## config.mk

```make
export PLATFORM = sky130hd
export DESIGN_NAME = colour_frame_pyramid_reducer
export DESIGN_NICKNAME = d
export VERILOG_FILES = /design/src/design/cfpr_pkg.sv /design/src/design/cfpr_pend_mem.sv /design/src/design/cfpr_merge.sv /design/src/design/colour_frame_pyramid_reducer.sv
export SDC_FILE = /design/constraint.sdc
export NUM_CORES = 1
export LEC_CHECK = 0
export BUFFER_PORTS_ARGS = -buffer_cell sky130_fd_sc_hd__buf_4
export CORE_MARGIN = 2
export CORE_UTILIZATION = 45
export DETAILED_ROUTE_END_ITERATION = 10
export HOLD_SLACK_MARGIN = 0.12
export SLEW_MARGIN = 5
export SYNTH_ARGS = -nofsm -noshare
export SYNTH_HDL_FRONTEND = slang
export SYNTH_SLANG_ARGS = --single-unit
```

## constraint.sdc

```tcl
create_clock -name clk -period 12.1 [get_ports clk]
set_clock_uncertainty 0.15 [all_clocks]
set_input_delay 1.815 -clock clk [delete_from_list [all_inputs] [get_ports clk]]
set_output_delay 1.815 -clock clk [all_outputs]
set_load 0.02 [all_outputs]
```

## src/design/cfpr_pkg.sv

```systemverilog
// ----------------------------------------------------------------------------
// cfpr_pkg
// Shared types and constants for the colour frame pyramid reducer.
// ----------------------------------------------------------------------------
package cfpr_pkg;

  localparam int COARSEST_FRAMES_DEF = 256;
  localparam int MAX_LEVELS_DEF      = 16;

  localparam int LEVEL_W = 4;   // level index on the output
  localparam int LVCNT_W = 5;   // level count, up to 16
  localparam int COUNT_W = 24;  // frame counters

  localparam logic [7:0] HUE_HALF = 8'd128;  // half turn of hue

  // one colour frame, hue in the lowest byte
  typedef struct packed {
    logic [7:0] peak;
    logic [7:0] light;
    logic [7:0] sat;
    logic [7:0] hue;
  } frame_t;

  typedef struct packed {
    logic   start;
    frame_t a;
    frame_t b;
  } merge_req_t;

  typedef struct packed {
    logic   done;
    frame_t res;
  } merge_rsp_t;

  typedef enum logic [2:0] {
    S_IDLE,
    S_EMIT,
    S_READ,
    S_MLOAD,
    S_MERGE
  } seq_state_t;

  typedef enum logic [1:0] {
    M_IDLE,
    M_DIV,
    M_FIN
  } mrg_state_t;

endpackage

```

## src/design/cfpr_pend_mem.sv

```systemverilog
// ----------------------------------------------------------------------------
// cfpr_pend_mem
// Pending frame store, one entry per level below the coarsest, registered read.
// ----------------------------------------------------------------------------
module cfpr_pend_mem #(
  parameter int DEPTH = 15,
  parameter int AW    = 4
) (
  input  logic            clk,
  input  logic            wr_en,
  input  logic [AW-1:0]   wr_addr,
  input  cfpr_pkg::frame_t wr_data,
  input  logic            rd_en,
  input  logic [AW-1:0]   rd_addr,
  output cfpr_pkg::frame_t rd_data
);
  import cfpr_pkg::*;

  frame_t mem [DEPTH];

  // the sequencer never reads and writes in the same cycle
  always_ff @(posedge clk) begin
    if (wr_en) begin
      mem[wr_addr] <= wr_data;
    end
  end

  always_ff @(posedge clk) begin
    if (rd_en) begin
      rd_data <= mem[rd_addr];
    end
  end

endmodule

```

## src/design/cfpr_merge.sv

```systemverilog
// ----------------------------------------------------------------------------
// cfpr_merge
// Merges two frames; hue step uses a bit-per-cycle floor divider.
// ----------------------------------------------------------------------------
module cfpr_merge (
  input  logic                 clk,
  input  logic                 rst_n,
  input  cfpr_pkg::merge_req_t req,
  output cfpr_pkg::merge_rsp_t rsp
);
  import cfpr_pkg::*;

  mrg_state_t  state_r, state_nxt;
  logic [3:0]  cnt_r, cnt_nxt;
  logic [17:0] rem_r, rem_nxt;
  logic [8:0]  q_r, q_nxt;
  logic [9:0]  den_r, den_nxt;
  logic        neg_r, neg_nxt;
  logic [7:0]  ah_r, ah_nxt;
  logic [7:0]  sav_r, sav_nxt;
  logic [7:0]  lav_r, lav_nxt;
  logic [7:0]  pk_r, pk_nxt;
  logic        done_r, done_nxt;
  frame_t      res_r, res_nxt;

  logic [7:0]         d;
  logic signed [9:0]  arc;
  logic [8:0]         w1, w2, tot;
  logic signed [19:0] prod, num;
  logic [18:0]        shifted;
  logic [8:0]         smag;
  logic [7:0]         hue_fin;

  always_comb begin
    d       = req.b.hue - req.a.hue + HUE_HALF;
    arc     = signed'({2'b00, d}) - signed'({2'b00, HUE_HALF});
    w1      = {1'b0, req.a.sat};
    w2      = {1'b0, req.b.sat};
    if (w1 + w2 == 9'd0) begin
      w1 = 9'd1;
      w2 = 9'd1;
    end
    tot     = w1 + w2;
    prod    = 20'(arc * signed'({1'b0, w2}));
    num     = (prod <<< 1) + signed'({11'd0, tot});
    shifted = 19'(den_r) << cnt_r;
    smag    = q_r + {8'd0, (rem_r != 18'd0)};
    hue_fin = neg_r ? (ah_r - smag[7:0]) : (ah_r + q_r[7:0]);
  end

  always_comb begin
    state_nxt = state_r;
    cnt_nxt   = cnt_r;
    rem_nxt   = rem_r;
    q_nxt     = q_r;
    den_nxt   = den_r;
    neg_nxt   = neg_r;
    ah_nxt    = ah_r;
    sav_nxt   = sav_r;
    lav_nxt   = lav_r;
    pk_nxt    = pk_r;
    done_nxt  = 1'b0;
    res_nxt   = res_r;
    case (state_r)
      M_IDLE: begin
        if (req.start) begin
          pk_nxt = (req.a.peak > req.b.peak) ? req.a.peak : req.b.peak;
          if (req.a.light == 8'd0 && req.b.light == 8'd0) begin
            res_nxt  = '{peak: pk_nxt, light: 8'd0, sat: 8'd0, hue: 8'd0};
            done_nxt = 1'b1;
          end else if (req.a.light == 8'd0) begin
            res_nxt      = req.b;
            res_nxt.peak = pk_nxt;
            done_nxt     = 1'b1;
          end else if (req.b.light == 8'd0) begin
            res_nxt      = req.a;
            res_nxt.peak = pk_nxt;
            done_nxt     = 1'b1;
          end else begin
            ah_nxt    = req.a.hue;
            sav_nxt   = 8'(({1'b0, req.a.sat} + {1'b0, req.b.sat} + 9'd1) >> 1);
            lav_nxt   = 8'(({1'b0, req.a.light} + {1'b0, req.b.light} + 9'd1) >> 1);
            neg_nxt   = num[19];
            rem_nxt   = num[19] ? 18'(-num) : 18'(num);
            den_nxt   = {tot, 1'b0};
            q_nxt     = '0;
            cnt_nxt   = 4'd8;
            state_nxt = M_DIV;
          end
        end
      end
      M_DIV: begin
        if ({1'b0, rem_r} >= shifted) begin
          rem_nxt       = 18'({1'b0, rem_r} - shifted);
          q_nxt[cnt_r]  = 1'b1;
        end
        if (cnt_r == 4'd0) begin
          state_nxt = M_FIN;
        end else begin
          cnt_nxt = cnt_r - 4'd1;
        end
      end
      M_FIN: begin
        res_nxt   = '{peak: pk_r, light: lav_r, sat: sav_r, hue: hue_fin};
        done_nxt  = 1'b1;
        state_nxt = M_IDLE;
      end
      default: state_nxt = M_IDLE;
    endcase
  end

  always_ff @(posedge clk) begin
    if (!rst_n) begin
      state_r <= M_IDLE;
      done_r  <= 1'b0;
    end else begin
      state_r <= state_nxt;
      done_r  <= done_nxt;
    end
  end

  always_ff @(posedge clk) begin
    cnt_r <= cnt_nxt;
    rem_r <= rem_nxt;
    q_r   <= q_nxt;
    den_r <= den_nxt;
    neg_r <= neg_nxt;
    ah_r  <= ah_nxt;
    sav_r <= sav_nxt;
    lav_r <= lav_nxt;
    pk_r  <= pk_nxt;
    res_r <= res_nxt;
  end

  assign rsp.done = done_r;
  assign rsp.res  = res_r;

endmodule

```

## src/design/colour_frame_pyramid_reducer.sv

```systemverilog
// ----------------------------------------------------------------------------
// colour_frame_pyramid_reducer
// Emits each finest colour frame and folds neighbouring pairs into coarser
// pyramid levels, one pending frame per non-coarsest level held in a small memory.
// ----------------------------------------------------------------------------
//  channel | dir | handshake             | payload
//  cfg     | in  | cfg_valid/cfg_ready   | cfg_data: finest frame count
//  in      | in  | in_tvalid/in_tready   | in_tdata: hue, sat, light, peak
//  out     | out | out_tvalid/out_tready | level, frame; tlast, tuser=done
//
// Sequence: the idle state takes the beat, then each beat is emitted; each
//   coarser level reads the pending memory when a partner waits (read, merge
//   load), then waits on the merge (quotient bits one per cycle, a finish
//   state and the result register). A silent merge skips the divider.
// One frame is in work at a time; in_tready is low until its last beat leaves.
// A cfg write wins over an input beat offered in the same cycle.
// A beat beyond the configured count is taken and dropped.
// Reset (rst_n, synchronous) clears control state and all pending valid bits;
//   the pending memory needs no clearing. A cfg write restarts the pyramid.
// out_tvalid holds with stable payload while out_tready is low.
// ----------------------------------------------------------------------------
module colour_frame_pyramid_reducer #(
  parameter int COARSEST_FRAMES = cfpr_pkg::COARSEST_FRAMES_DEF,
  parameter int MAX_LEVELS      = cfpr_pkg::MAX_LEVELS_DEF
) (
  input  logic        clk,
  input  logic        rst_n,
  input  logic        cfg_valid,
  output logic        cfg_ready,
  input  logic [23:0] cfg_data,    // finest_frame_count
  input  logic        in_tvalid,
  output logic        in_tready,
  input  logic [31:0] in_tdata,    // hue, saturation, lightness, peak
  output logic        out_tvalid,
  input  logic        out_tready,
  output logic [39:0] out_tdata,   // level_index[3:0], hue, saturation,
                                   // lightness, peak, 4 zero bits
  output logic        out_tlast,   // run_last
  output logic        out_tuser    // pyramid_done
);
  import cfpr_pkg::*;

  localparam int DEPTH = MAX_LEVELS - 1;
  localparam int AW    = (DEPTH > 1) ? $clog2(DEPTH) : 1;

  seq_state_t          state_r, state_nxt;
  logic [COUNT_W-1:0]  count_r, count_nxt;
  logic [COUNT_W-1:0]  seen_r, seen_nxt;
  logic                fin_r, fin_nxt;
  logic                last_r, last_nxt;
  logic [LVCNT_W-1:0]  levels_r, levels_nxt;
  logic [LEVEL_W-1:0]  lvl_r, lvl_nxt;
  logic [DEPTH-1:0]    pv_r, pv_nxt;
  frame_t              carry_r, carry_nxt;
  logic                tlast_r, tlast_nxt;
  logic                tuser_r, tuser_nxt;

  logic [LVCNT_W-1:0]  levels_cfg;
  logic                ignored, last_in;
  logic [LEVEL_W-1:0]  lvl_up;
  logic                pv_cur, pv_up, more_up, next0;
  frame_t              in_frame;

  logic                wr_en, rd_en;
  frame_t              rd_data;
  merge_req_t          mreq;
  merge_rsp_t          mrsp;

  assign in_frame = frame_t'(in_tdata);

  // level count: smallest k with count <= COARSEST_FRAMES * 2^k, plus one
  always_comb begin
    levels_cfg = LVCNT_W'(MAX_LEVELS);
    for (int k = MAX_LEVELS - 1; k >= 0; k--) begin
      if ({16'd0, cfg_data} <= (40'(COARSEST_FRAMES) << k)) begin
        levels_cfg = LVCNT_W'(k + 1);
      end
    end
  end

  // does a result follow the one at the current or the next level
  always_comb begin
    ignored  = fin_r || (seen_r >= count_r);
    last_in  = ((seen_r + COUNT_W'(1)) == count_r);
    lvl_up   = lvl_r + LEVEL_W'(1);
    pv_cur   = (int'(lvl_r) < DEPTH) ? pv_r[lvl_r[AW-1:0]] : 1'b0;
    pv_up    = (int'(lvl_up) < DEPTH) ? pv_r[lvl_up[AW-1:0]] : 1'b0;
    more_up  = (({1'b0, lvl_r} + LVCNT_W'(2)) < levels_r) && (pv_up || last_r);
    next0    = (levels_r > LVCNT_W'(1)) && (pv_r[0] || last_in);
  end

  always_comb begin
    state_nxt  = state_r;
    count_nxt  = count_r;
    seen_nxt   = seen_r;
    fin_nxt    = fin_r;
    last_nxt   = last_r;
    levels_nxt = levels_r;
    lvl_nxt    = lvl_r;
    pv_nxt     = pv_r;
    carry_nxt  = carry_r;
    tlast_nxt  = tlast_r;
    tuser_nxt  = tuser_r;
    wr_en      = 1'b0;
    rd_en      = 1'b0;
    mreq.start = 1'b0;
    mreq.a     = carry_r;
    mreq.b     = carry_r;
    in_tready  = (state_r == S_IDLE) && !cfg_valid;
    cfg_ready  = (state_r == S_IDLE);
    out_tvalid = (state_r == S_EMIT);
    case (state_r)
      S_IDLE: begin
        if (cfg_valid) begin
          count_nxt  = cfg_data;
          levels_nxt = levels_cfg;
          seen_nxt   = '0;
          fin_nxt    = 1'b0;
          pv_nxt     = '0;
        end else if (in_tvalid && !ignored) begin
          seen_nxt  = seen_r + COUNT_W'(1);
          last_nxt  = last_in;
          fin_nxt   = last_in;
          lvl_nxt   = '0;
          carry_nxt = in_frame;
          tlast_nxt = !next0;
          tuser_nxt = !next0 && last_in;
          state_nxt = S_EMIT;
        end
      end
      S_EMIT: begin
        if (out_tready) begin
          if (tlast_r) begin
            // unpaired frame waits for its partner
            if (({1'b0, lvl_r} + LVCNT_W'(1)) < levels_r) begin
              wr_en                = 1'b1;
              pv_nxt[lvl_r[AW-1:0]] = 1'b1;
            end
            state_nxt = S_IDLE;
          end else if (pv_cur) begin
            pv_nxt[lvl_r[AW-1:0]] = 1'b0;
            state_nxt             = S_READ;
          end else begin
            mreq.start = 1'b1;  // last frame paired with itself
            state_nxt  = S_MERGE;
          end
        end
      end
      S_READ: begin
        rd_en     = 1'b1;
        state_nxt = S_MLOAD;
      end
      S_MLOAD: begin
        mreq.start = 1'b1;
        mreq.a     = rd_data;
        state_nxt  = S_MERGE;
      end
      S_MERGE: begin
        if (mrsp.done) begin
          carry_nxt = mrsp.res;
          lvl_nxt   = lvl_up;
          tlast_nxt = !more_up;
          tuser_nxt = !more_up && last_r;
          state_nxt = S_EMIT;
        end
      end
      default: state_nxt = S_IDLE;
    endcase
  end

  always_ff @(posedge clk) begin
    if (!rst_n) begin
      state_r  <= S_IDLE;
      count_r  <= '0;
      seen_r   <= '0;
      fin_r    <= 1'b0;
      last_r   <= 1'b0;
      levels_r <= LVCNT_W'(1);
      lvl_r    <= '0;
      pv_r     <= '0;
    end else begin
      state_r  <= state_nxt;
      count_r  <= count_nxt;
      seen_r   <= seen_nxt;
      fin_r    <= fin_nxt;
      last_r   <= last_nxt;
      levels_r <= levels_nxt;
      lvl_r    <= lvl_nxt;
      pv_r     <= pv_nxt;
    end
  end

  always_ff @(posedge clk) begin
    carry_r <= carry_nxt;
    tlast_r <= tlast_nxt;
    tuser_r <= tuser_nxt;
  end

  cfpr_pend_mem #(.DEPTH(DEPTH), .AW(AW)) u_mem (
    .clk     (clk),
    .wr_en   (wr_en),
    .wr_addr (lvl_r[AW-1:0]),
    .wr_data (carry_r),
    .rd_en   (rd_en),
    .rd_addr (lvl_r[AW-1:0]),
    .rd_data (rd_data)
  );

  cfpr_merge u_merge (
    .clk   (clk),
    .rst_n (rst_n),
    .req   (mreq),
    .rsp   (mrsp)
  );

  assign out_tdata = {4'd0, carry_r, lvl_r};
  assign out_tlast = tlast_r;
  assign out_tuser = tuser_r;

  // no input taken while a result beat is pending
  a_no_overlap: assert property (@(posedge clk) disable iff (!rst_n)
    out_tvalid |-> !in_tready) else $error("input ready during output beat");

  // a non-final beat always has a coarser level behind it
  a_more_level: assert property (@(posedge clk) disable iff (!rst_n)
    (out_tvalid && !out_tlast) |->
      (({1'b0, lvl_r} + LVCNT_W'(1)) < levels_r)) else $error("level overrun");

  // done only on the final beat of the run
  a_done_last: assert property (@(posedge clk) disable iff (!rst_n)
    out_tvalid && out_tuser |-> out_tlast) else $error("done without last");

  // once finished, every frame of the count has been seen
  a_fin_count: assert property (@(posedge clk) disable iff (!rst_n)
    fin_r |-> (seen_r == count_r)) else $error("finished early");

  // a merge result only arrives while the sequencer waits for it
  a_merge_wait: assert property (@(posedge clk) disable iff (!rst_n)
    mrsp.done |-> (state_r == S_MERGE)) else $error("stray merge result");

endmodule

```

Word level (Yosys, flattened, before mapping) --
Memories as Yosys holds them, arrays and structs flattened. A register that Yosys moved wholly into a read port is not among the register bits. Cells that the tools add are included.
Cells by class: add/sub/neg operators 19, $mul 1, $lt $le $gt $ge 28, equal/unequal tests 22, shift operators 1, mux-type cells 109, bitwise gates (word level) 8, reduce and logical (&&, ||, !) cells 40
Operators by type and width (number):
- 32-bit 2-to-1 mux | 8
- 32-bit case mux with 2 select lines | 2
- 18-bit 2-to-1 mux | 6
- 15-bit 2-to-1 mux | 5
- 5-bit 2-to-1 mux | 15
- 24-bit 2-to-1 mux | 2
- 9-bit 2-to-1 mux | 5
- 18-bit case mux with 2 select lines | 1
- 4-bit 2-to-1 mux | 8
- 8-bit 2-to-1 mux | 4
- 15-bit case mux with 2 select lines | 1
- 1-bit 2-to-1 mux | 28
- 8-bit by 8-bit adder with 9-bit output | 3
- 24-bit by 1-bit adder with 24-bit output, second input constant | 1
- 24-bit equality test | 1
- 24-bit greater-or-equal comparator | 1
- 24-bit by 10-bit less-or-equal comparator with 1-bit output, second input constant | 1
- 24-bit by 11-bit less-or-equal comparator with 1-bit output, second input constant | 1
- 24-bit by 12-bit less-or-equal comparator with 1-bit output, second input constant | 1
- 24-bit by 13-bit less-or-equal comparator with 1-bit output, second input constant | 1
- 24-bit by 14-bit less-or-equal comparator with 1-bit output, second input constant | 1
- 24-bit by 15-bit less-or-equal comparator with 1-bit output, second input constant | 1
- 24-bit by 16-bit less-or-equal comparator with 1-bit output, second input constant | 1
- 24-bit by 17-bit less-or-equal comparator with 1-bit output, second input constant | 1
- other kinds (68) | 129
Storage, ports and cells: register bits 219, RAM bits 480, input bits 61, output and inout port bits 45, word-level logic and storage cells 258, memories 1
Memories:
- u_mem.mem | words 15, bits a word 32, read ports 1, clocked after Yosys merged registers in 1, write ports 1, line cfpr_pend_mem.sv:19 | frame_t mem [DEPTH];

Depth between registers and ports, before layout --
Gate-level depths: netlist of run 1.
depth in word-level cells 16, depth in mapped cells 43, depth with buffers taken out 37

By module --
Synthesis of run 1 repeated with hierarchy kept, for this count alone.
Second synthesis, totals: cells, all modules 3149, area, all modules 38968.6 um^2
Modules (own cells, without submodules):
- cfpr_pend_mem | times used 1, cells each 886, area an instance 19207.2 um^2, seq. area each 15374.7 um^2
- cfpr_merge | times used 1, cells each 1290, area an instance 11712.5 um^2, seq. area each 3183.1 um^2
- colour_frame_pyramid_reducer | times used 1, cells each 973, area an instance 8049.0 um^2, seq. area each 2562.5 um^2

Worst setup path after synthesis of run 1 --
OpenSTA, ideal clock, no wires.
path type reg-to-reg, start point register state_r[0], end point register u_merge.rem_r[12], data pin, setup time 269 ps, arrival 9027 ps, required time 11681 ps, path slack 2654 ps, stages on the path, launching flop included 37, buffers on the path 5, clock period less this slack 9446 ps, cell sequence dfxtp_1 > clkbuf_1 > and3b_1 > buf_2 > clkbuf_1 > buf_1 > mux2i_1 > inv_1 > ha_1 > fa_1 > inv_1 > ha_1 > or3b_2 > nor4_2 > o211ai_1 > and2_1 > clkbuf_1 > nor2b_1 > fa_1 > inv_1 > fa_1 > inv_1 > fa_1 > inv_1 > fa_1 > inv_1 > ha_1 > or3_1 > a21oi_1 > a21oi_1 > a2111oi_0 > o21bai_1 > xor2_1 > o21ai_2 > or3_1 > a21oi_1 > a21oi_1
On the way: cells in the longest elaborated chain, start to end 14, elaborated cells on any way between the ends 19, those cells by class add/sub: 7; mul: 1; eq/ne: 1; mux: 9; reduce/logical: 1
RTL lines:
- from (decl) | line colour_frame_pyramid_reducer.sv:46 | seq_state_t state_r, state_nxt;
- from (signal assigned) | line colour_frame_pyramid_reducer.sv:182 | state_r <= state_nxt;
- 3-bit by 2-bit equality test with 1-bit output * | line colour_frame_pyramid_reducer.sv:112 | case (state_r)
- 32-bit 2-to-1 mux * | line colour_frame_pyramid_reducer.sv:112
- 8-bit subtractor / 8-bit by 8-bit adder with 9-bit output (equally long branches) | line cfpr_merge.sv:35, cfpr_merge.sv:39
- 8-bit adder / 9-bit logical NOT (equally long branches) | line cfpr_merge.sv:35, cfpr_merge.sv:39
- 8-bit by 8-bit subtractor with 9-bit output / 8-bit 2-to-1 mux (equally long branches) | line cfpr_merge.sv:36, cfpr_merge.sv:39
- 9-bit by 9-bit multiplier with 18-bit output / 8-bit by 8-bit adder with 9-bit output (equally long branches) | line cfpr_merge.sv:44, cfpr_merge.sv:43
- 20-bit by 10-bit adder with 20-bit output * | line cfpr_merge.sv:45 | num = (prod <<< 1) + signed'({11'd0, tot});
- 18-bit negation | line cfpr_merge.sv:84 | rem_nxt = num[19] ? 18'(-num) : 18'(num);
- 18-bit 2-to-1 mux * | line cfpr_merge.sv:84
- 18-bit 2-to-1 mux * | line cfpr_merge.sv:75 | end else if (req.b.light == 8'd0) begin
- 18-bit 2-to-1 mux * | line cfpr_merge.sv:71 | end else if (req.a.light == 8'd0) begin
- 18-bit 2-to-1 mux * | line cfpr_merge.sv:68 | if (req.a.light == 8'd0 && req.b.light == 8'd0) begin
- 18-bit 2-to-1 mux * | line cfpr_merge.sv:66 | if (req.start) begin
- 18-bit case mux with 2 select lines * | line cfpr_merge.sv:64 | case (state_r)
- net u_merge.rem_nxt[12] | line cfpr_merge.sv:15 | logic [17:0] rem_r, rem_nxt;
- to (signal assigned) | line cfpr_merge.sv:124 | rem_r <= rem_nxt;
- to (decl) | line cfpr_merge.sv:15
Mark *: on every way through the listed nets, which the timed path passes. The rest lies on a longest branch. The select of a mux whose other input is x is not followed. A chain may end at the register's enable or synchronous reset.

Worst setup path after layout of run 1 --
start point register state_r[1], end point register u_merge.rem_r[9], data pin
On the way: elaborated cells on any way between the ends 19, those cells by class add/sub: 7; mul: 1; eq/ne: 1; mux: 9; reduce/logical: 1
RTL lines:
- 3-bit by 2-bit equality test with 1-bit output * | line colour_frame_pyramid_reducer.sv:112
- 32-bit 2-to-1 mux * | line colour_frame_pyramid_reducer.sv:112
- 8-bit subtractor / 8-bit by 8-bit adder with 9-bit output (equally long branches) | line cfpr_merge.sv:35, cfpr_merge.sv:39
- 8-bit adder / 9-bit logical NOT (equally long branches) | line cfpr_merge.sv:35, cfpr_merge.sv:39
- 8-bit by 8-bit subtractor with 9-bit output / 8-bit 2-to-1 mux (equally long branches) | line cfpr_merge.sv:36, cfpr_merge.sv:39
- 9-bit by 9-bit multiplier with 18-bit output / 8-bit by 8-bit adder with 9-bit output (equally long branches) | line cfpr_merge.sv:44, cfpr_merge.sv:43
- 20-bit by 10-bit adder with 20-bit output * | line cfpr_merge.sv:45
- net u_merge.num[19] | line cfpr_merge.sv:29 | logic signed [19:0] prod, num;
- 18-bit 2-to-1 mux * | line cfpr_merge.sv:84
- 18-bit 2-to-1 mux * | line cfpr_merge.sv:75
- 18-bit 2-to-1 mux * | line cfpr_merge.sv:71
- 18-bit 2-to-1 mux * | line cfpr_merge.sv:68
- 18-bit 2-to-1 mux * | line cfpr_merge.sv:66
- 18-bit case mux with 2 select lines * | line cfpr_merge.sv:64
- net u_merge.rem_nxt[9] | line cfpr_merge.sv:15
Marks and branches as above.

==> results.yml, run 1 <==
outcome:
  outcome: "finished clean"
place:
  pre_cts_slack_ns: 2.18
  portBuffers: 101
  numPlacedInstances: 4150
  global_placement_routability_congestion: 0.865
  detailed_place_hpwl_mm: 62.5
route:
  drc: 0
  avgRoutedWirePerCell_um: 22.3
  detail-route-antenna-nets: 0
  route.vias.total: 23986
  detailedRoute.firstIterationViolations: 1775
  first_pass_iters: 5
  finalWirelength_mm: 95.7
  avgViaCountPerCell: 5.59
timing:
  hold-worst-slack_ns: 0.306
  rsz0062_at_grt: "no"
  slew_headroom: 0.219
  final_period_minus_worst_setup_slack_ns: 10.02
  setup_tns_final_ns: 0
  worstMarginPinSlew_ns: 1.16
  timing.final.setup_violations: 0
  max_clock_freq_mhz: 99.8
  final.period_utilization: 0.828
  slew_violations: 0
  final_critical_path_setup_slack_ns: 2.08
  timing.final.hold_violations: 0
critical_path:
  critical_path.slowest_cell: "fa_1"
  cp.required_ns: 12.28
  worst-path-max-fanout: 43
  timing.critical_path.to_type: "register"
  cp_top_family: "adder cells"
  criticalPathCategory: "register to register"
  timing.critical_path.arrival_ns: 10.20
  crit_buf_inv: 8
  worst_setup_path_start_kind: "register"
  worst_path_largest_cell_delay_ns: 0.57
floorplan:
  i_o_pin_total: 106
  rows: 106
  initial_core_util: 0.455
  die_y_um: 295
  core_area_um2: 83700
  die_area_um2: 87000
  fp.dieW_um: 295
synthesis:
  synthTopCellsByCount: "edfxtp_1, nand2_1, inv_1, nor2_1, a21oi_1"
  synth.yosys.seq_area_share: 0.555
  yosys.cell_count.top_type: "edfxtp_1"
  top_cell_type_s_share_of_synthesized_area: 0.513
  yosysWarningCount: 0
  synth_enable_flop_cells: 650
  post_synth.cell_area_avg_um2: 12.6
  yosys.area.top_type: "edfxtp_1"
  post_synth_inst_count: 3024
  synthDistinctLibCells: 86
  synthArstFlopShare: 0
  postSynth.topFlopCell: "edfxtp_1"
  synth.top_cells.by_area: "edfxtp_1, mux4_2, ha_1"
  number_of_synthesized_register_bits: 730
  syn_area_um2: 38100
power:
  worst_ir_drop_vdd_mv: 0.595
  total_leakage_power_nw: 15.2
  power.density_nw_per_um2: 287
global_route:
  remaining_global_route_overflow: 0
  antenna_found_initial: 0
  grt_pass1_wl_mm: 146
  largest_net_degree_at_the_start_of_global_routing: 77
  number_of_global_route_vias_before_repair: 24527
  grt_use_total: 0.223
cells_and_area:
  num-nets-final: 3391
  regArea_um2: 21100
  multi_input_area_um2: 15500
  synthesis_to_finish_area_growth_pct: 12.0
  diodes: 0
  final-instance-count-excl-fill: 4293
  layout.filler_cells: 7131
  drive_above_1_share: 0.146
clock_tree:
  tritoncts_num_sinks: 730
  clk_pin_slew_worst_paths_ns: 0.06
  post_cts.repair.setup_buffers: 0
  post_cts_hold_buffer_count: 0
  ctsLongestPathBuffers: 3
  cts_buffers: 80
  h-tree-depth: 3
  insertion_delay_ns: 0.64
  cts_tree: "yes"
  post_cts_resized: 0
  ctsRootBufferMaster: "clkbuf_16"
hold_path:
  hold_path.class: "register to register"
job:
  maxCapViolCount: 0
-- cells in the final DEF, fill, tap and decap left out, types with 10 or more instances in the layout --
master / count
a211oi_1: 15
a21o_1: 30
a21oi_1: 173
a22oi_1: 13
a31oi_1: 19
and2_1: 20
and3_1: 20
buf_4: 145
clkbuf_1: 17
clkbuf_16: 80
clkinv_1: 17
clkinv_2: 10
dfxtp_1: 76
edfxtp_1: 650
fa_1: 63
ha_1: 169
inv_1: 214
mux2_2: 13
mux2i_1: 68
mux4_2: 136
nand2_1: 364
nand2b_1: 22
nand3_1: 40
nand4_1: 13
nor2_1: 177
nor2_4: 12
nor2b_1: 32
nor3_1: 32
nor4_1: 13
o21a_1: 51
o21ai_0: 125
o21bai_1: 13
o31ai_1: 14
xnor2_1: 97
xor2_1: 48
-- power by group --
group	total (mW)	leakage, nW	internal (mW)	switching [mW]
Clock	2.42	1.27	1.42	1.01
Combinational	6.64	7.44	2.81	3.82
Sequential	3.19	6.51	3.14	0.0486
Total	12.2	15.2	7.37	4.88
-- area by class of cell --
type / instances / area share
multi-input combinational: 1923 / 0.365
timing repair buffer: 145 / 0.0255
clock buffer: 100 / 0.0494
tap: 1134 / 0.0333
sequential: 730 / 0.496
inverter: 218 / 0.0192
clock inverter: 43 / 0.0120
-- metal layers --
layer  up-vias  wire [um]  track usage
met5         -          0            0
met4         0       2280       0.0638
met3       136       4800       0.0312
met2       612      46300        0.373
met1     12082      42300        0.303
li1      11156          -            -
-- stage by stage --
stage	power (mW)	util	cell area, um^2
final	12.2	0.509	42600
after global routing	13.2	0.509	42600
after CTS	12.3	0.509	42600
after detailed placement	9.86	0.478	40000
after global placement	9.60	0.478	40000
after floorplan	8.65	-	38100
-- kinds of logic after synthesis --
| kind of cell | share of synthesized area |
|---|---|
| other | 0.0000985 |
| AOI/OAI and AO/OA | 0.0830 |
| adders and majority gates | 0.0892 |
| buffers and inverters | 0.0409 |
| xor gates and xnor gates | 0.0334 |
| muxes | 0.102 |
| and+or+nand+nor | 0.0965 |
| DFF | 0.555 |
-- tightest hold or removal path, delay by kind of cell, from the launching register on --
family	cells	cell delay, ns
AOI/OAI and AO/OA	1	0.05
DFF	1	0.31
and+or+nand+nor	1	0.05
-- worst paths after layout --
| path | endpoint | depth (start not counted) | start | slack, ns |
|---|---|---|---|---|
| min reg2reg | count_r[18] | 2 | count_r[18] | 0.31 |
| max reg2reg | u_merge.rem_r[9] | 33 | state_r[1] | 2.08 |
| max | u_merge.rem_r[9] | 33 | state_r[1] | 2.08 |
| min | count_r[18] | 2 | count_r[18] | 0.31 |
-- sequential cells by signal (all words and copies together) (netlist names), 9 cells and up --
name,cells
pv_r,15
u_merge.rem_r,18
count_r,24
u_mem.rd_data,32
u_merge.den_r,9
out_tdata,32
seen_r,24
u_mem.mem,480
u_merge.rsp,32
(Power assumes the default switching activity.)
==> run 2, diff against run 1 <==
clock period = 10.1 ns   (was 12.1 ns; I/O delays follow)
==> run 2 against run 1 <==
Net effect: power grew 22%; sequential power grew 19%; wire length increased by 1.6%; flip-flop and latch count stayed put; cell count up 0.16%; highest routed layer is now met5; design area increased by 0.33%; largest power group unchanged; critical path type unchanged; core utilization grew 0.17 points; register-to-register slack worse by 1.6 ns.
==> results.yml, run 2 (same netlist as run 1, synthesis figures left out) <==
outcome:
  outcome: "finished clean"
clock_tree:
  h-tree-depth: 3
  clk_pin_slew_worst_paths_ns: 0.06
  ctsRootBufferMaster: "clkbuf_16"
  cts_tree: "yes"
  ctsLongestPathBuffers: 3
  tritoncts_num_sinks: 730
  insertion_delay_ns: 0.64
  cts_buffers: 80
route:
  first_pass_iters: 5
  finalWirelength_mm: 97.2
  avgViaCountPerCell: 5.61
  detailedRoute.firstIterationViolations: 1974
  met1Wirelength_mm: 43.2
  maxUsedRoutingLayer: "met5"
  avgRoutedWirePerCell_um: 22.6
  route.met2.wl_mm: 46.1
  drc: 0
  detail-route-antenna-nets: 0
  route.vias.total: 24113
  met3RoutedLength_mm: 5.01
global_route:
  remaining_global_route_overflow: 0
  grt_use_total: 0.227
  antenna_found_initial: 1
  number_of_global_route_vias_before_repair: 24399
  grt_pass1_wl_mm: 149
  largest_net_degree_at_the_start_of_global_routing: 64
place:
  detailed_place_hpwl_mm: 63.0
  portBuffers: 101
  global_placement_routability_congestion: 0.861
cells_and_area:
  largest-register: "u_mem.mem"
  diodes: 0
  largest_reg_flops: 480
  regArea_um2: 21100
  top_library_cells_by_usage_in_the_layout_fill_and_taps_aside: "edfxtp_1, nand2_1, inv_1"
  drive_above_1_share: 0.150
  num-nets-final: 3402
  final_common_cell: "edfxtp_1"
  multi_input_area_um2: 15600
  synthesis_to_finish_area_growth_pct: 12.3
  layout.filler_cells: 7220
job:
  maxCapViolCount: 0
floorplan:
  die_y_um: 295
  initial_core_util: 0.455
  die_area_um2: 87000
  i_o_pin_total: 106
  fp.dieW_um: 295
  core_area_um2: 83700
  rows: 106
critical_path:
  crit_path_start: "state_r[1]"
  timing.critical_path.to_type: "register"
  path_common_cell: "inv_1"
  timing.critical_path.arrival_ns: 9.76
  worst-path-max-fanout: 13
  critical_path.slowest_cell: "fa_1"
  cp.required_ns: 10.29
  crit-reg2reg-launch: "state_r[1]"
  worst_setup_path_start_kind: "register"
  crit_buf_inv: 8
  worst_path_largest_cell_delay_ns: 0.58
  cp_top_family: "adder cells"
  criticalPathCategory: "register to register"
hold_path:
  hold_path.class: "register to register"
  hp-start: "count_r[18]"
timing:
  slew_headroom: 0.233
  timing.final.hold_violations: 0
  worstMarginPinSlew_ns: 1.15
  setup_tns_final_ns: 0
  max_clock_freq_mhz: 104
  rsz0062_at_grt: "no"
  final.period_utilization: 0.948
  final_period_minus_worst_setup_slack_ns: 9.57
  timing.final.setup_violations: 0
  slew_violations: 0
power:
  total_leakage_power_nw: 15.3
  report.power.total_mw: 15.0
  worst_ir_drop_vdd_mv: 0.657
  power.density_nw_per_um2: 350
run 2: changes by cell type in the layout (fill, tap and decap cells not counted), sizes merged:
cell,before,now
buf,145,156
clkbuf,100,90
clkinv,33,39
clkinvlp,1,5
inv,219,216
bufinv,8,7
run 2: repair_timing:
action / in CTS / in global routing
endpoints found under the setup margin: 0 / 6
setup buffers: 0 / 2
hold buffers: 0 / 0
gates resized for setup: 0 / 3
run 2: worst paths after layout:
path | slack (ns) | cells after the start | to
worst min register to register | 0.30 | 2 | count_r[18]
worst max register to register | 0.53 | 33 | u_merge.rem_r[16]
worst min-delay path | 0.30 | 2 | count_r[18]
worst max-delay path | 0.53 | 33 | u_merge.rem_r[16]
run 2: layout make-up:
type	count	area share
multi-input combinational	1923	0.364
clock inverter	49	0.0133
tap	1134	0.0332
clock buffer	90	0.0484
timing repair buffer	156	0.0279
inverter	218	0.0191
sequential	730	0.494
run 2: routing by layer:
layer / vias up / track usage
met4: 2 / 0.0740
li1: 11187 / -
met1: 12096 / 0.319
met5: - / 0
met2: 677 / 0.370
met3: 151 / 0.0262
run 2: power by group:
group,internal [mW],switching [mW]
clock network,1.67,1.24
logic,3.53,4.72
registers,3.76,0.0500
run 2: metrics by stage:
step | utilization | setup WS (ns) | instance area (um^2) | std cells | hold slack [ns]
final | 0.511 | 0.530 | 42800 | 4300 | 0.302
after global placement | 0.479 | 0.797 | 40100 | 4158 | 0.300
after CTS | 0.510 | 0.440 | 42700 | 4297 | 0.309
after global routing | 0.511 | 0.0111 | 42800 | 4300 | 0.333
after detailed placement | 0.479 | 0.512 | 40100 | 4158 | 0.300
after floorplan | - | 0.654 | 38100 | 3027 | 0.276
run 2: worst reg2reg max path: cells and delay by family (launching register included):
family | cells | cell delay [ns]
flip-flops | 1 | 0.54
buffers and inverters | 8 | 0.97
multiplexers | 2 | 0.54
AND/OR/NAND/NOR | 3 | 1.05
adder cells (fa/ha/maj) | 7 | 3.14
XOR/XNOR | 3 | 0.98
AO/OA/AOI/OAI | 10 | 1.90
==> run 3, diff against run 2 <==
ABC_AREA = 1   (was default)
CTS_CLUSTER_SIZE = 28   (was default)
==> run 3 against run 2 <==
Net effect: worst setup slack better by 0.72 ns; die area increased by 2.1%; via count grew 19%; fmax increased by 8.2%.
==> results.yml, run 3 <==
outcome:
  outcome: "finished clean"
clock_tree:
  post_cts.repair.setup_buffers: 0
  post_cts_hold_buffer_count: 0
  insertion_delay_ns: 0.66
  ctsLongestPathBuffers: 3
  post_cts_resized: 0
  cts_buffers: 81
  cts_tree: "yes"
  tritoncts_num_sinks: 730
  ctsRootBufferMaster: "clkbuf_16"
  h-tree-depth: 3
  clk_pin_slew_worst_paths_ns: 0.06
cells_and_area:
  synthesis_to_finish_area_growth_pct: 11.6
  drive_above_1_share: 0.0857
  largest_reg_flops: 480
  num-nets-final: 4407
  postLayoutCellArea_um2: 43400
  top_library_cells_by_usage_in_the_layout_fill_and_taps_aside: "nand2_1, edfxtp_1, inv_1"
  final_core_util: 0.508
  final_common_cell: "nand2_1"
  largest-register: "u_mem.mem"
  diodes: 0
timing:
  final_period_minus_worst_setup_slack_ns: 8.85
  rsz0062_at_grt: "no"
  timing.final.setup_violations: 0
  final.period_utilization: 0.876
  setup_tns_final_ns: 0
  slew_headroom: 0.208
  final_critical_path_setup_slack_ns: 1.25
  max_clock_freq_mhz: 113
  slew_violations: 0
  worstMarginPinSlew_ns: 1.19
  timing.final.hold_violations: 0
critical_path:
  cp.required_ns: 10.31
  worst-path-max-fanout: 28
  crit_buf_inv: 8
  timing.critical_path.to_type: "register"
  worst_path_largest_cell_delay_ns: 0.70
  cp_top_family: "simple AND/OR/NAND/NOR gates"
  critical_path.slowest_cell: "clkinv_1"
  worst_setup_path_start_kind: "register"
  timing.critical_path.arrival_ns: 9.05
  path_common_cell: "nand2_1"
  criticalPathCategory: "register to register"
route:
  avgRoutedWirePerCell_um: 19.4
  first_pass_iters: 6
  drc: 0
  avgViaCountPerCell: 5.38
  detail-route-antenna-nets: 0
  detailedRoute.firstIterationViolations: 2618
  finalWirelength_mm: 103
  route.vias.total: 28621
global_route:
  met3_routing_resource_usage_after_global_routing: 0.0272
  busiest_layer: "met2"
  remaining_global_route_overflow: 0
  grtUsageMet1: 0.331
  grt.met2_usage: 0.375
  largest_net_degree_at_the_start_of_global_routing: 207
  grt_use_total: 0.231
  grt_pass1_wl_mm: 159
  number_of_global_route_vias_before_repair: 27115
  antenna_found_initial: 0
floorplan:
  die_y_um: 298
  fp.dieW_um: 298
  i_o_pin_total: 106
  core_area_um2: 85400
  rows: 107
  initial_core_util: 0.455
  die_area_um2: 88700
synthesis:
  post_synth.cell_area_avg_um2: 9.55
  syn_area_um2: 38900
  synth.top_cells.by_area: "edfxtp_1, nand2_1, ha_1"
  post_synth_inst_count: 4069
  yosysWarningCount: 0
  top_cell_type_s_share_of_synthesized_area: 0.502
  postSynth.topFlopCell: "edfxtp_1"
  synthDistinctLibCells: 67
  synthTopCellsByCount: "nand2_1, edfxtp_1, nor2_1, inv_1, o21ai_0"
  yosys.area.top_type: "edfxtp_1"
  synthArstFlopShare: 0
  yosys.cell_count.top_type: "nand2_1"
  number_of_synthesized_register_bits: 730
  synth.yosys.seq_area_share: 0.543
  synth_enable_flop_cells: 650
place:
  pre_cts_slack_ns: 1.28
  global_placement_routability_congestion: 0.912
  dpl_cell_area_um2: 40700
  detailed_place_hpwl_mm: 64.2
  portBuffers: 101
hold_path:
  hold_path.class: "register to register"
job:
  maxCapViolCount: 0
## run 3: cell count changes after synthesis, moves of 99 or more
| cell | change |
|---|---|
| inv_1 | +203 |
| nor2_1 | +235 |
| o21ai_0 | +258 |
| nand2_1 | +513 |
| mux4_2 | -136 |
| o22ai_1 | +99 |
## run 3: path summary, 6_finish.rpt
path | slack [ns] | start | endpoint | cells past startpoint
max | 1.25 | state_r[2] | u_merge.rem_r[17] | 41
min | 0.32 | levels_r[2] | levels_r[2] | 2
max reg2reg | 1.25 | state_r[2] | u_merge.rem_r[17] | 41
min reg2reg | 0.32 | levels_r[2] | levels_r[2] | 2
## run 3: worst min-delay path: stages, from the launching register on
cell and delay, ns:
dfxtp_1 0.31, nand2_1 0.06, a21oi_1 0.06
## run 3: area by class of cell
type                    count  area (um^2)
multi-input cells        2716        15400
flip-flops and latches    730        21100
fillers                  7869        42000
clock inverters            46          523
inverters                 441         1660
repair buffers            144         1090
clock buffers             102         2150
well taps                1144         1430
## run 3: metrics by stage
stage / hold WS (ns) / std cells
floorplan: 0.290 / 4072
global placement: 0.303 / 5175
detailed placement: 0.307 / 5175
global route: 0.338 / 5323
finish: 0.315 / 5323
CTS: 0.318 / 5323
## run 3: kinds of logic after synthesis
kind of cell	Yosys count	synth area share
other	1	0.0000965
AO/OA/AOI/OAI	807	0.114
adder cells (fa/ha/maj)	232	0.0868
XOR/XNOR	89	0.0219
buffers and inverters	626	0.0651
flip-flops	730	0.543
AND/OR/NAND/NOR	1581	0.168
multiplexers	3	0.000773
## run 3: metal layers
metal	wire, um	share of wire	up-vias
met4	2070	0.020	0
met2	47800	0.46	857
met3	6400	0.062	145
li1	-	-	13946
met1	46900	0.45	13673
met5	0	0	-
Power of run 3 is left out: the tool's default activity adds up to more than one toggle a clock period on the data nets, which glitch-free logic cannot reach.
